`src/vcs_queue.sv`:
```
// Two-entry queue between the front end and the back end.
// Carries a flat word of task record and address. No package dependencies.
`default_nettype none

module vcs_queue #(
    parameter int DW = 32
) (
    input  wire logic          aclk,
    input  wire logic          aresetn,
    input  wire logic          push_valid,
    output logic               push_ready,
    input  wire logic [DW-1:0] push_data,
    output logic               pop_valid,
    input  wire logic          pop_ready,
    output logic [DW-1:0]      pop_data
);
    localparam int DEPTH = 2;

    logic [DW-1:0] slot_reg [DEPTH];
    logic          wr_ptr_reg, wr_ptr_next;
    logic          rd_ptr_reg, rd_ptr_next;
    logic [1:0]    count_reg, count_next;
    logic          push, pop;

    assign push_ready = (count_reg != 2'(DEPTH));
    assign pop_valid  = (count_reg != 2'd0);
    assign pop_data   = slot_reg[rd_ptr_reg];
    assign push       = push_valid && push_ready;
    assign pop        = pop_valid && pop_ready;

    always_comb begin
        wr_ptr_next = push ? !wr_ptr_reg : wr_ptr_reg;
        rd_ptr_next = pop ? !rd_ptr_reg : rd_ptr_reg;
        count_next  = count_reg;
        if (push && !pop) begin
            count_next = count_reg + 2'd1;
        end else if (pop && !push) begin
            count_next = count_reg - 2'd1;
        end
    end

    always_ff @(posedge aclk) begin
        if (!aresetn) begin
            wr_ptr_reg <= 1'b0;
            rd_ptr_reg <= 1'b0;
            count_reg  <= 2'd0;
        end else begin
            wr_ptr_reg <= wr_ptr_next;
            rd_ptr_reg <= rd_ptr_next;
            count_reg  <= count_next;
        end
    end

    always_ff @(posedge aclk) begin
        if (push) begin
            slot_reg[wr_ptr_reg] <= push_data;
        end
    end

`ifndef ASSERT_OFF
    a_count_bound: assert property (@(posedge aclk) disable iff (!aresetn)
        count_reg <= 2'(DEPTH))
        else $error("queue count above depth");
    a_count_up: assert property (@(posedge aclk) disable iff (!aresetn)
        (push && !pop) |=> count_reg == $past(count_reg) + 2'd1)
        else $error("queue count did not rise on push");
    a_count_down: assert property (@(posedge aclk) disable iff (!aresetn)
        (pop && !push) |=> count_reg == $past(count_reg) - 2'd1)
        else $error("queue count did not fall on pop");
`endif

endmodule

`default_nettype wire

```
`config.mk`:
```
export PLATFORM = sky130hd
export DESIGN_NAME = vcs_queue
export DESIGN_NICKNAME = d
export VERILOG_FILES = /design/src/vcs_queue.sv
export SDC_FILE = /design/constraint.sdc
export NUM_CORES = 1
export LEC_CHECK = 0
export ABC_AREA = 1
export BUFFER_PORTS_ARGS = -buffer_cell sky130_fd_sc_hd__buf_2
export CAP_MARGIN = 20
export CORE_UTILIZATION = 45
export CTS_CLUSTER_DIAMETER = 150
export CTS_CLUSTER_SIZE = 8
export DETAILED_ROUTE_END_ITERATION = 12
export PLACE_DENSITY = 0.7
export REMOVE_ABC_BUFFERS = 1
export SYNTH_ARGS = -nofsm -noshare
export SYNTH_HDL_FRONTEND = slang
export SYNTH_SLANG_ARGS = --single-unit
```
`constraint.sdc`:
```
create_clock -name aclk -period 8.2 [get_ports aclk]
set_input_delay 2.46 -clock aclk [delete_from_list [all_inputs] [get_ports aclk]]
set_output_delay 2.46 -clock aclk [all_outputs]
set_load 0.01 [all_outputs]
```
* Word-level counts from Yosys, hierarchy flattened *
Memories as Yosys holds them, arrays and structs flattened. A register that Yosys moved wholly into a read port is not among the register bits.
Index checks and enable logic that the tools add are counted.

storage, ports and cells
  memories kept = 1
  input bits = 36
  logic and storage cells = 23
  RAM bits = 64
  output and inout port bits = 34
  register bits after elaboration = 4

memory list
  name      depth  bits a word  rd ports  clocked after Yosys merged registers in  wr ports  line  RTL
  slot_reg  2      32           1         1                                        1         19    logic [DW-1:0] slot_reg [DEPTH];

cells by class
  muxes and demuxes = 6
  equal/unequal tests = 1
  reduce and logical (&&, ||, !) cells = 10
  add/subtract/negate cells = 2

operators by type and width
  cell                                                                 count
  1-bit logical AND                                                    4
  1-bit zero test                                                      4
  1-bit two-way mux                                                    4
  2-bit two-way mux                                                    2
  2-bit nonzero test                                                   2
  2-bit by 1-bit adder with 2-bit output (second input constant)       1
  2-bit != test (second input constant)                                1
  2-bit by 1-bit subtractor with 2-bit output (second input constant)  1

* Longest topological paths before layout *
  word-level depth = 6
  mapped depth = 11
  mapped depth without buffers = 11

* Worst setup path after synthesis *
OpenSTA, ideal clock, no wires.

  kind = input -> register
  start = input port push_valid
  end = memory slot_reg[1][0], enable pin
  cell stages on the path = 2
  data required time = 7779 ps
  arrival time = 3883 ps
  path slack = 3896 ps
  cell sequence = nand2_2 nor2_1

between the ends
  cells in the longest elaborated chain, start to end = 3

RTL lines
  item                                     line  RTL
  start, declared                          10    input wire logic push_valid,
  1-bit logical AND                        28    assign push = push_valid && push_ready;
  1-bit two-way mux                        55    if (push) begin
  1-bit two-way mux (not written as such)  56    slot_reg[wr_ptr_reg] <= push_data;
  end, declared                            19

Every way passes these cells.

==> run metrics <==
Finished Cell Area=3290 µm²; I/O Buffers=69; cell internal power dissipation=741 µW; hold violation count in the final report=0; maximum frequency from static timing analysis=228 MHz; post-cts repair resize count=0; combined area of all synthesized cells=2710 µm²; endpoint type of the worst setup path=output port; final critical-path share of the clock period=53.4%; core region area=5640 µm²; Avg WL per Cell=14.3 µm; data required time at the worst endpoint=5740 ps; Avg Vias per Cell=4.63; largest net degree at the start of global routing=33; effective utilization at floorplan=48.0%; number of flip-flops in the largest register=64; die outline height=79.6 µm; YS warnings=0; measured slew at the worst slew-check pin=1040 ps; power density relative to cell area=303 nW/µm²; Setup TNS Final=0 ps; clock-pin slew on the worst setup and hold paths=60 ps; Post-Synth Adder-Cell Area=0.462%; initial antenna violation count=0; Site Rows=27; synth-to-layout area growth=21.6%; drc violations=0; maximum fanout along the worst path=32; nets@finish=250; number of vias after detailed routing=1337; CP startpoint kind=register; number of buffers inserted by post-CTS setup repair=0; part of the total power dissipated in the clock network=28.0%; switching fraction of total power=25.8%; placed wire-length estimate after detailed placement=2800 µm; RR Startpoint=count_reg[0]; Starting DRT DRC Count=61; Die ar.=6330 µm²; Routed Wire Length=4140 µm; hold depth=2; Worst Hold Class=register to register; count of inserted antenna diode cells=0; Switch Pwr=257 µW; Reg power frac=48.6%; run status=complete, no violations; capture point of the worst reg-to-reg path=slot_reg[0][8]; setup violation total in the final timing report=0; main combinational cell family by area after synthesis=multiplexers; number of top-level pins=70; Chip Width=79.6 µm; sequential fraction of the synthesis area=74.6%; number of search-and-repair iterations in the first detailed-routing pass=4; Max Buffers Root-to-Sink=2; source of the worst hold timing path=rd_ptr_reg; Synth Area per Inst=19.8 µm²; largest clock skew in the final design=5.58 ps; root buffer selected by CTS=clkbuf_8; overall overflow remaining after global route=0; synthesized-area fraction occupied by ao, oa, aoi and oai cells=0.831%; global-route wire length before repair=6400 µm; power share of the combinational group=23.4%; TritonCTS clock tree=built; RSZ-0062 raised after global routing=no; fraction of final layout cells with drive strength greater than 1=54.8%; Area contributors post-synth=edfxtp_1 (71%), mux2_4 (17%), dfxtp_1 (3.7%), buf_12 (2.2%), nand2_1 (1.1%); synthesized instance count=137; XOR/XNOR share of the synthesized area=0%; Max-slew headroom=30.9%; cell count of the worst reg-to-reg path=4; max-capacitance violation count=0; CTS Buf Count=9; Synth top area share=70.9%; GRT Util Overall=14.4%; antenna violation net count after detailed routing=0; Cell variety after synth=17; final critical path time including I/O delays and setup=4380 ps; final weighted congestion in routability-driven placement=0.655; multiplexer fraction of the synthesized cell area=17.5%; Clock Latency Late Sink=330 ps; Lkg Pwr=1.32 nW; Peak supply drop=0.179 mV; number of hold buffers added after CTS=0; Yosys top cell by area=edfxtp_1; number of register bits inferred by synthesis=69; data arrival time at the worst-slack endpoint=1920 ps; Area after DPL=3090 µm²; Setup Crit Path Kind=register to output port; simple-gate area share of the yosys netlist=2.86%; register-to-register setup slack=6450 ps; clock tree sinks=69; H-tree levels=3; total of fill cells in the finished design=457; via count of the first global-routing pass=1370; final count of pins violating max slew=0
==> routing by layer <==
metal / share of wire (%) / wire length (µm) / GRT usage, %
met1: 40 / 1650 / 15.5
met2: 53 / 2180 / 24.4
met3: 5.6 / 231 / 3.89
met4: 1.8 / 73 / 10.4
met5: 0 / 0 / 0
==> cell type report <==
type / instances / area (µm²) / share of cell area, %
sequential: 69 / 2020 / 61.4
multi-input combinational: 56 / 601 / 18.2
timing repair buffer: 69 / 345 / 10.5
clock buffer: 10 / 128 / 3.88
tap: 72 / 90.1 / 2.74
clock inverter: 5 / 76.3 / 2.32
inverter: 8 / 30.0 / 0.912
==> metrics by stage <==
step           std cells  power (mW)  util, %  hold WS, ps  setup slack [ps]
5_1_grt              289        1.05     58.4          555              3700
6_report             289       0.998     58.4          506              3820
4_1_cts              289        1.02     58.4          509              3760
3_3_place_gp         274       0.726     54.8          479              4150
3_5_place_dp         274       0.733     54.8          492              4130
2_1_floorplan        133       0.648        -          467              3900
==> power by group through the flow <==
stage / Clock [mW] / Combinational, mW / Sequential, mW
final: 0.279 / 0.234 / 0.486
after global routing: 0.302 / 0.256 / 0.493
after CTS: 0.289 / 0.239 / 0.488
after detailed placement: 0 / 0.238 / 0.495
after global placement: 0 / 0.234 / 0.492
after floorplan: 0 / 0.163 / 0.485
==> worst max-delay path, cell delays in order (launching register included) <==
cell     delay, ps
dfxtp_2       1010
mux2_2         430
buf_2          140
==> synthesized netlist by cell type, drive strengths merged <==
cell type / n
a21oi: 1
buf: 4
dfxtp: 5
edfxtp: 64
ha: 1
inv: 8
mux2: 32
nand2: 9
nand3: 1
nand4: 1
nor2: 8
o21a: 1
o21ai: 2
==> cells in the final DEF, fill, tap and decap left out, types with 2 or more instances in the layout <==
| master | Yosys | routed |
|---|---|---|
| clkbuf_8 | 0 | 9 |
| nor2_4 | 0 | 2 |
| edfxtp_1 | 64 | 64 |
| nand2_1 | 8 | 8 |
| buf_2 | 0 | 69 |
| o21ai_0 | 2 | 2 |
| mux2_2 | 2 | 2 |
| bufinv_16 | 0 | 2 |
| mux2_4 | 30 | 30 |
| nor2_1 | 8 | 6 |
| inv_1 | 7 | 7 |
| dfxtp_1 | 5 | 4 |
==> worst max path at each step <==
| stage | endpoint | slack, ps | from | cells past startpoint |
|---|---|---|---|---|
| floorplan | slot_reg[1][0] | 3900 | push_valid | 2 |
| global route | pop_data[23] | 3700 | register | 2 |
| global placement | pop_data[24] | 4150 | register | 2 |
| CTS | pop_data[23] | 3760 | register | 2 |
| detailed placement | pop_data[23] | 4130 | register | 2 |
| finish | pop_data[23] | 3820 | register | 2 |
==> logic make-up after synthesis <==
| group | Yosys count |
|---|---|
| compound gates | 4 |
| mux | 32 |
| simple gates | 19 |
| fa+ha+maj | 1 |
| buf+inv | 12 |
| flops | 69 |
Power figures use the tool's default switching activity.
