**config.mk**
```make
export PLATFORM = sky130hd
export DESIGN_NAME = vcs_front
export DESIGN_NICKNAME = d
export VERILOG_FILES = /design/src/vcs_pkg.sv /design/src/vcs_front.sv
export SDC_FILE = /design/constraint.sdc
export NUM_CORES = 1
export LEC_CHECK = 0
export BUFFER_PORTS_ARGS = -buffer_cell sky130_fd_sc_hd__buf_2
export CORE_MARGIN = 2
export CORE_UTILIZATION = 30
export CTS_BUF_LIST = sky130_fd_sc_hd__clkbuf_16
export CTS_CLUSTER_DIAMETER = 60
export CTS_CLUSTER_SIZE = 16
export DETAILED_ROUTE_END_ITERATION = 8
export GPL_TIMING_DRIVEN = 0
export PLACE_DENSITY_LB_ADDON = 0.2
export REMOVE_ABC_BUFFERS = 1
export SETUP_SLACK_MARGIN = 0.5
export SYNTH_ARGS = -nofsm -noshare
export SYNTH_HDL_FRONTEND = slang
export SYNTH_SLANG_ARGS = --single-unit
```
**constraint.sdc**
```tcl
create_clock -name aclk -period 6.49 [get_ports aclk]
set_clock_uncertainty 0.1 [all_clocks]
set_input_delay 1.298 -clock aclk [delete_from_list [all_inputs] [get_ports aclk]]
set_output_delay 1.298 -clock aclk [all_outputs]
set_load 0.01 [all_outputs]
```
**src/vcs_pkg.sv**
```systemverilog
// Shared types and constants for the voxel color store.
// Holds the item structs, command and register codes, and the task record
// passed from the front end to the back end. No dependencies.
`default_nettype none

package vcs_pkg;

    localparam int CFG_DW   = 5;
    localparam int CFG_IW   = 2;
    localparam int COLOR_W  = 8;
    localparam int LIN_W    = 12;
    localparam int CNT_W    = 13;
    localparam int CNT_LIMIT = 8191;

    localparam logic [CFG_DW-1:0] CFG_SIZE_RESET = 5'd16;

    localparam logic [CFG_IW-1:0] CFG_SIZE_X = 2'd0;
    localparam logic [CFG_IW-1:0] CFG_SIZE_Y = 2'd1;
    localparam logic [CFG_IW-1:0] CFG_SIZE_Z = 2'd2;

    localparam logic [2:0] CMD_SET_XYZ   = 3'd0;
    localparam logic [2:0] CMD_SET_IDX   = 3'd1;
    localparam logic [2:0] CMD_READ      = 3'd2;
    localparam logic [2:0] CMD_CLEAR     = 3'd3;
    localparam logic [2:0] CMD_CLEAR_ALL = 3'd4;

    typedef struct packed {
        logic [2:0]         command;
        logic signed [7:0]  coord_x;
        logic signed [7:0]  coord_y;
        logic signed [7:0]  coord_z;
        logic [LIN_W-1:0]   lin_index;
        logic [COLOR_W-1:0] new_color;
        logic               padding_flag;
        logic               batch_last;
    } in_item_t;

    typedef struct packed {
        logic               accepted;
        logic               differs;
        logic [COLOR_W-1:0] color_out;
        logic [CNT_W-1:0]   active_total;
        logic               out_of_range;
        logic [CNT_W-1:0]   batch_total;
    } out_item_t;

    typedef enum logic [2:0] {
        OP_NOP,
        OP_SET,
        OP_READ,
        OP_CLEAR,
        OP_CLEAR_ALL
    } op_t;

    typedef struct packed {
        op_t                op;
        logic               oor;
        logic [COLOR_W-1:0] color;
        logic               pad;
        logic               last;
    } task_t;

    typedef enum logic [1:0] {
        BK_IDLE,
        BK_EXEC,
        BK_CLEAR
    } bk_state_t;

endpackage

`default_nettype wire

```
**src/vcs_front.sv**
```systemverilog
// Front end: size registers, item intake, address computation and range check.
// Turns each input item into a task record and memory address. Uses vcs_pkg.
`default_nettype none

module vcs_front #(
    parameter int MAX_DIM     = 16,
    parameter int STORE_DEPTH = 4096
) (
    input  wire logic                           aclk,
    input  wire logic                           aresetn,
    input  wire logic                           cfg_we,
    input  wire logic [vcs_pkg::CFG_IW-1:0]     cfg_index,
    input  wire logic [vcs_pkg::CFG_DW-1:0]     cfg_wdata,
    input  wire logic                           s_valid,
    output logic                                s_ready,
    input  wire vcs_pkg::in_item_t              s_item,
    input  wire logic                           hold,
    output logic                                push_valid,
    input  wire logic                           push_ready,
    output vcs_pkg::task_t                      push_task,
    output logic [$clog2(STORE_DEPTH)-1:0]      push_addr
);
    import vcs_pkg::*;

    localparam int EXT_W  = $clog2(MAX_DIM + 1);
    localparam int PROD_W = 3 * EXT_W;
    localparam int AW     = $clog2(STORE_DEPTH);

    function automatic logic [EXT_W-1:0] clamp_extent(input logic [CFG_DW-1:0] size);
        logic [EXT_W-1:0] r;
        if (32'(size) > MAX_DIM) begin
            r = EXT_W'(MAX_DIM);
        end else begin
            r = EXT_W'(size);
        end
        return r;
    endfunction

    logic [CFG_DW-1:0] size_x_reg, size_y_reg, size_z_reg;
    logic [EXT_W-1:0]  ex, ey, ez;

    logic s_fire;
    logic xyz_ok_next;
    logic [2*EXT_W-1:0] yex_next, exy_next;

    logic                 s1_valid_reg, s1_valid_next;
    logic [2:0]           s1_cmd_reg;
    logic                 s1_xyz_ok_reg;
    logic [EXT_W-1:0]     s1_x_reg, s1_z_reg, s1_ez_reg;
    logic [2*EXT_W-1:0]   s1_yex_reg, s1_exy_reg;
    logic [LIN_W-1:0]     s1_lin_reg;
    logic [COLOR_W-1:0]   s1_color_reg;
    logic                 s1_pad_reg, s1_last_reg;

    logic [PROD_W-1:0] zexy, total, coord_idx;
    logic              coord_ok, lin_ok;

    always_ff @(posedge aclk) begin
        if (!aresetn) begin
            size_x_reg <= CFG_SIZE_RESET;
            size_y_reg <= CFG_SIZE_RESET;
            size_z_reg <= CFG_SIZE_RESET;
        end else if (cfg_we) begin
            case (cfg_index)
                CFG_SIZE_X: size_x_reg <= cfg_wdata;
                CFG_SIZE_Y: size_y_reg <= cfg_wdata;
                CFG_SIZE_Z: size_z_reg <= cfg_wdata;
                default: ;
            endcase
        end
    end

    assign ex = clamp_extent(size_x_reg);
    assign ey = clamp_extent(size_y_reg);
    assign ez = clamp_extent(size_z_reg);

    assign s_ready = !hold && (!s1_valid_reg || push_ready);
    assign s_fire  = s_valid && s_ready;

    assign xyz_ok_next = !s_item.coord_x[7] && (32'(s_item.coord_x[6:0]) < 32'(ex)) &&
                         !s_item.coord_y[7] && (32'(s_item.coord_y[6:0]) < 32'(ey)) &&
                         !s_item.coord_z[7] && (32'(s_item.coord_z[6:0]) < 32'(ez));
    assign yex_next = (2*EXT_W)'(s_item.coord_y[EXT_W-1:0]) * (2*EXT_W)'(ex);
    assign exy_next = (2*EXT_W)'(ex) * (2*EXT_W)'(ey);

    assign s1_valid_next = s_fire ? 1'b1 : (push_ready ? 1'b0 : s1_valid_reg);

    always_ff @(posedge aclk) begin
        if (!aresetn) begin
            s1_valid_reg <= 1'b0;
        end else begin
            s1_valid_reg <= s1_valid_next;
        end
    end

    always_ff @(posedge aclk) begin
        if (s_fire) begin
            s1_cmd_reg    <= s_item.command;
            s1_xyz_ok_reg <= xyz_ok_next;
            s1_x_reg      <= s_item.coord_x[EXT_W-1:0];
            s1_z_reg      <= s_item.coord_z[EXT_W-1:0];
            s1_ez_reg     <= ez;
            s1_yex_reg    <= yex_next;
            s1_exy_reg    <= exy_next;
            s1_lin_reg    <= s_item.lin_index;
            s1_color_reg  <= s_item.new_color;
            s1_pad_reg    <= s_item.padding_flag;
            s1_last_reg   <= s_item.batch_last;
        end
    end

    assign zexy      = PROD_W'(s1_z_reg) * PROD_W'(s1_exy_reg);
    assign total     = PROD_W'(s1_exy_reg) * PROD_W'(s1_ez_reg);
    assign coord_idx = PROD_W'(s1_x_reg) + PROD_W'(s1_yex_reg) + zexy;
    assign coord_ok  = s1_xyz_ok_reg && (32'(coord_idx) < STORE_DEPTH);
    assign lin_ok    = (32'(s1_lin_reg) < 32'(total)) && (32'(s1_lin_reg) < STORE_DEPTH);

    assign push_valid = s1_valid_reg;

    always_comb begin
        push_task       = '0;
        push_task.op    = OP_NOP;
        push_task.color = s1_color_reg;
        push_task.pad   = s1_pad_reg;
        push_task.last  = s1_last_reg;
        push_addr       = AW'(coord_idx);
        case (s1_cmd_reg)
            CMD_SET_XYZ: begin
                push_task.op  = OP_SET;
                push_task.oor = !coord_ok;
            end
            CMD_SET_IDX: begin
                push_task.op  = OP_SET;
                push_task.oor = !lin_ok;
                push_addr     = AW'(s1_lin_reg);
            end
            CMD_READ: begin
                push_task.op  = OP_READ;
                push_task.oor = !coord_ok;
            end
            CMD_CLEAR: begin
                push_task.op  = OP_CLEAR;
                push_task.oor = !coord_ok;
            end
            CMD_CLEAR_ALL: begin
                push_task.op  = OP_CLEAR_ALL;
            end
            default: ;
        endcase
    end

endmodule

`default_nettype wire

```
Yosys cells after proc, flatten, opt, wreduce, memory -nomap -nowiden
Index checks and enable logic that the tools add are counted.
Cells by class
  reduce and logical (&&, ||, !) cells: 24
  $add $sub $neg: 2
  div/mod/pow operators: 0
  eq/ne operators: 6
  bitwise gates (word level): 0
  $lt $le $gt $ge: 8
  multiply operators: 4
  multiplexer cells: 8
  shifts and indexed selects: 0
Operators with widths (count)
  $lt 7x5->1: 3
  $mul 5x5->10: 2
  $add 11x15->15: 1
  $gt 5x5->1 const B: 3
  $lt 12x15->1: 1
  $lt 15x13->1 const B: 1
  $mul 10x5->15: 1
  $mul 5x10->15: 1
  $mux 5: 3
  $mux 12: 1
  $pmux 3 s4: 1
  $add 5x10->11: 1
  $logic_and 1x1->1: 8
  $logic_not 1->1: 7
  $eq 3x2->1 const B: 2
  $reduce_and 2->1: 3
  $eq 3x1->1 const B: 1
  $eq 3x3->1 const B: 1
  $logic_not 3->1: 1
  $reduce_or 3->1: 1
  $eq 2x1->1 const B: 1
  $eq 2x2->1 const B: 1
  $logic_not 2->1: 1
  $mux 1: 2
  other kinds (4): 4
Storage, ports and cells
  register bits after elaboration: 77
  bits of input ports: 62
  memory bits (writable): 0
  latch bits: 0
  memories: 0
  output and inout bits: 28
  bits in read-only memories: 0

Depth between registers and ports, before layout
  word-level depth: 8
  depth in mapped cells: 19
  mapped depth without buffers: 19

Worst setup path before layout
No wires, ideal clock.
  path kind: reg2out
  start: register s1_ez_reg[4]
  end: output push_task[10] (netlist name)
  required time: 5092 ps
  stages on the path, launching flop included: 19
  arrival time: 4322 ps
  path slack: 770 ps
  path buffers: 0
  cells stage by stage: edfxtp_1 and2_1 fa_1 fa_1 inv_1 fa_1 inv_1 ha_1 nor2b_1 o21ai_2 or2b_1 a21oi_1 xor2_1 ha_1 o21a_1 o21ai_0 o21ai_0 o2111ai_1 o41ai_2
RTL lines
  from (decl): line vcs_front.sv:49  | logic [EXT_W-1:0] s1_x_reg, s1_z_reg, s1_ez_reg;
  from (signal assigned): line vcs_front.sv:102  | s1_ez_reg <= ez;
  to (decl): line vcs_front.sv:20  | output vcs_pkg::task_t push_task,

==> results.py <==
metrics = {
    "layout": {
        "antennaDiodeCount": 0,
        "fin_util_pct": 37.3,
        "area_growth_pct": 22.8,
        "fill_cells": 2669,
        "drive_gt1_share_pct": 22.6,
        "largest_reg_flops": 12,
        "fin_nets": 1203,
    },
    "cts": {
        "clk_latency_ps": 360,
        "cts_tree": "built",
        "cts_sinks": 77,
        "cts_max_level": 3,
        "numCtsBuffers": 9,
        "cts-root-buf": "clkbuf_16",
        "cts_hold_buf": 0,
        "path_clk_slew_ps": 80,
        "cts_buffer_depth": 2,
    },
    "critical_path": {
        "worstPathArrival_ps": 4880,
        "worstSetupEndpoint": "push_task[10]",
        "crit_fanout": 4,
        "timing.rr.start": "size_x_reg[4]",
        "cp-end-kind": "primary output",
        "required_ps": 5090,
        "r2r_setup_slack_ps": 1890,
        "path_class": "flop to primary output",
        "cp-startpoint": "s1_exy_reg[2]",
        "timing.rr.end": "s1_yex_reg[9]",
        "critPathLaunchType": "flop",
        "reg2reg_depth": 14,
    },
    "sta": {
        "tightest_slew_ps": 957,
        "slew_violations": 0,
        "fin_crit_ps": 6280,
        "finalHoldViolCount": 0,
        "setup_violations": 0,
        "post-route-period-util_pct": 96.7,
        "finalSetupTns_ps": 0,
        "grt_setup_unrepaired": "true",
        "max_freq_mhz": 159,
        "slew_headroom_pct": 36.1,
    },
    "power_and_ir_drop": {
        "powerDensity_nw_per_um2": 230,
        "ir_drop_mv": 0.107,
        "leakagePower_uw": 0.00468,
    },
    "min_path": {
        "min_path_cells": 2,
        "hold_path_class": "flop to flop",
        "hp-start": "size_x_reg[3]",
    },
    "floorplan": {
        "die_y_um": 169,
        "floorplan.initialDensity_pct": 30.4,
        "dieArea_um2": 28500,
        "io_pins": 90,
        "row_count": 60,
        "die_x_um": 169,
        "core_area_um2": 26800,
    },
    "drt": {
        "dr.first_iter.drc_count": 137,
        "drt_wl_total_um": 18600,
        "dr_total_vias": 5809,
        "drc": 0,
        "final_antenna_net_count": 0,
        "routedWlPerCell_um": 14.4,
        "first_pass_iters": 6,
        "viasPerCell": 4.50,
    },
    "grt": {
        "antenna_found_initial": 0,
        "grt_max_degree": 63,
        "grt_usage_pct": 13.7,
        "grt_pass1_wl_um": 30600,
        "grt-ovfl-total": 0,
        "grt_pass1_vias": 6206,
    },
    "synthesis": {
        "netlist_instances": 817,
        "ys_seq_elements": 77,
        "yosysWarnings": 0,
        "synth_ff_type": "edfxtp_1",
        "synth_edf_count": 61,
        "synth.distinct_cells": 49,
        "synth-seq-area-share_pct": 26.4,
        "syn_area_per_cell_um2": 9.97,
        "synthArstFlopShare_pct": 0,
        "synth_top_area_share_pct": 22.5,
        "yosysTopAreaCell": "edfxtp_1",
        "synthTopCellsByArea": "edfxtp_1 (22%), fa_1 (19%), ha_1 (18%)",
        "netlist_area_um2": 8140,
    },
    "placed_design": {
        "port_buffers": 89,
        "place_hpwl_um": 14200,
        "place_congestion": 0.738,
    },
    "job": {
        "drv_cap": 0,
    },
    "run_status": {
        "status": "finished clean",
    },
}
[final cells by class]
cell class | instances | area, um2 | share of cell area (%)
flip-flops and latches | 77 | 2150 | 21.5
multi-input cells | 599 | 5860 | 58.6
clock inverters | 6 | 55.1 | 0.550
inverters | 129 | 484 | 4.84
repair buffers | 129 | 777 | 7.77
well taps | 341 | 427 | 4.27
clock buffers | 10 | 250 | 2.50
[routing by layer]
metal | part of all wire (%) | global-route usage (%)
met5 | 0 | 0
met4 | 1.9 | 4.12
met3 | 2.5 | 2.22
met2 | 50 | 25.3
met1 | 45 | 16.2
[cells in the mapped netlist (all sizes together), types with 2 or more instances]
cell,count
nand3b,2
o2111ai,2
inv,129
and3,3
o21bai,6
nand3,3
xor2,12
a31oi,4
nor3,11
nor4,6
o21a,9
and2,87
nand2b,7
edfxtp,61
fa,79
xnor2,17
a21oi,22
o21ai,28
a21o,6
a211oi,4
nor2b,27
o41ai,2
dfxtp,16
nor2,36
mux2,3
o41a,2
nand2,76
clkbuf,10
buf,2
ha,117
mux2i,14
[cells in the final DEF, fill, tap and decap left out, types with 10 or more instances in the layout]
master | netlist | final
fa_1 | 79 | 77
buf_6 | 0 | 10
a21oi_1 | 21 | 18
nor2_1 | 36 | 33
o21ai_0 | 22 | 14
edfxtp_1 | 61 | 61
and2_1 | 87 | 86
inv_1 | 129 | 123
nand2_1 | 76 | 71
ha_1 | 117 | 102
nor2b_1 | 27 | 24
buf_4 | 2 | 28
dfxtp_1 | 16 | 16
clkbuf_16 | 0 | 10
xnor2_1 | 17 | 17
buf_2 | 0 | 89
ha_4 | 0 | 13
mux2i_1 | 14 | 14
[worst max-delay path: stages, from the launching register on]
cell and delay (ps):
edfxtp_1 420, buf_6 130, buf_6 90, nand2_4 40, fa_1 500, fa_1 530, inv_2 40, fa_1 490
inv_1 50, fa_1 500, inv_2 50, ha_4 230, o21ai_4 70, nor2_4 70, o41ai_4 280, o21ai_2 110
o41a_1 400, mux2i_1 140, o21ai_2 160, o41ai_2 90, buf_2 150
[cell families after synthesis]
group / count (synthesis) / synth area share, %
and+or+nand+nor: 263 / 16.7
xor gates and xnor gates: 29 / 3.12
adders and majority gates: 196 / 37.4
AOI/OAI and AO/OA: 94 / 7.61
muxes: 17 / 2.14
buffers and inverters: 141 / 6.59
DFF: 77 / 26.4
[power breakdown]
| group | switching [uW] | internal (uW) | leakage [uW] |
|---|---|---|---|
| combinational | 624 | 562 | 0.00383 |
| clock | 244 | 293 | 0.000153 |
| sequential | 19.0 | 555 | 0.000698 |
| total | 886 | 1410 | 0.00468 |
[metrics by stage]
stage	instance area, um2	worst slack (ps)	instances	hold slack (ps)	total power, uW
floorplan	8090	726	805	331	1240
global placement	8960	52.3	1235	390	1500
detailed placement	8980	116	1236	401	1510
CTS	9800	46.0	1284	424	2210
global route	10000	-36.2	1291	452	2470
finish	10000	211	1291	417	2300
[what timing repair did]
action / CTS / global route
gates resized for setup: 54 / 35
buffers inserted: 32 / 7
setup endpoints to repair: 6 / 6
pin swaps: 47 / 31
[worst min-delay path by stage]
| stage | slack, ps | end |
|---|---|---|
| detailed placement | 400 | size_x_reg[3] |
| CTS | 420 | size_x_reg[3] |
| global placement | 390 | size_x_reg[3] |
| floorplan | 330 | s1_ez_reg[4] |
| finish | 420 | size_x_reg[3] |
| global route | 450 | size_x_reg[2] |
(Power assumes the default switching activity.)
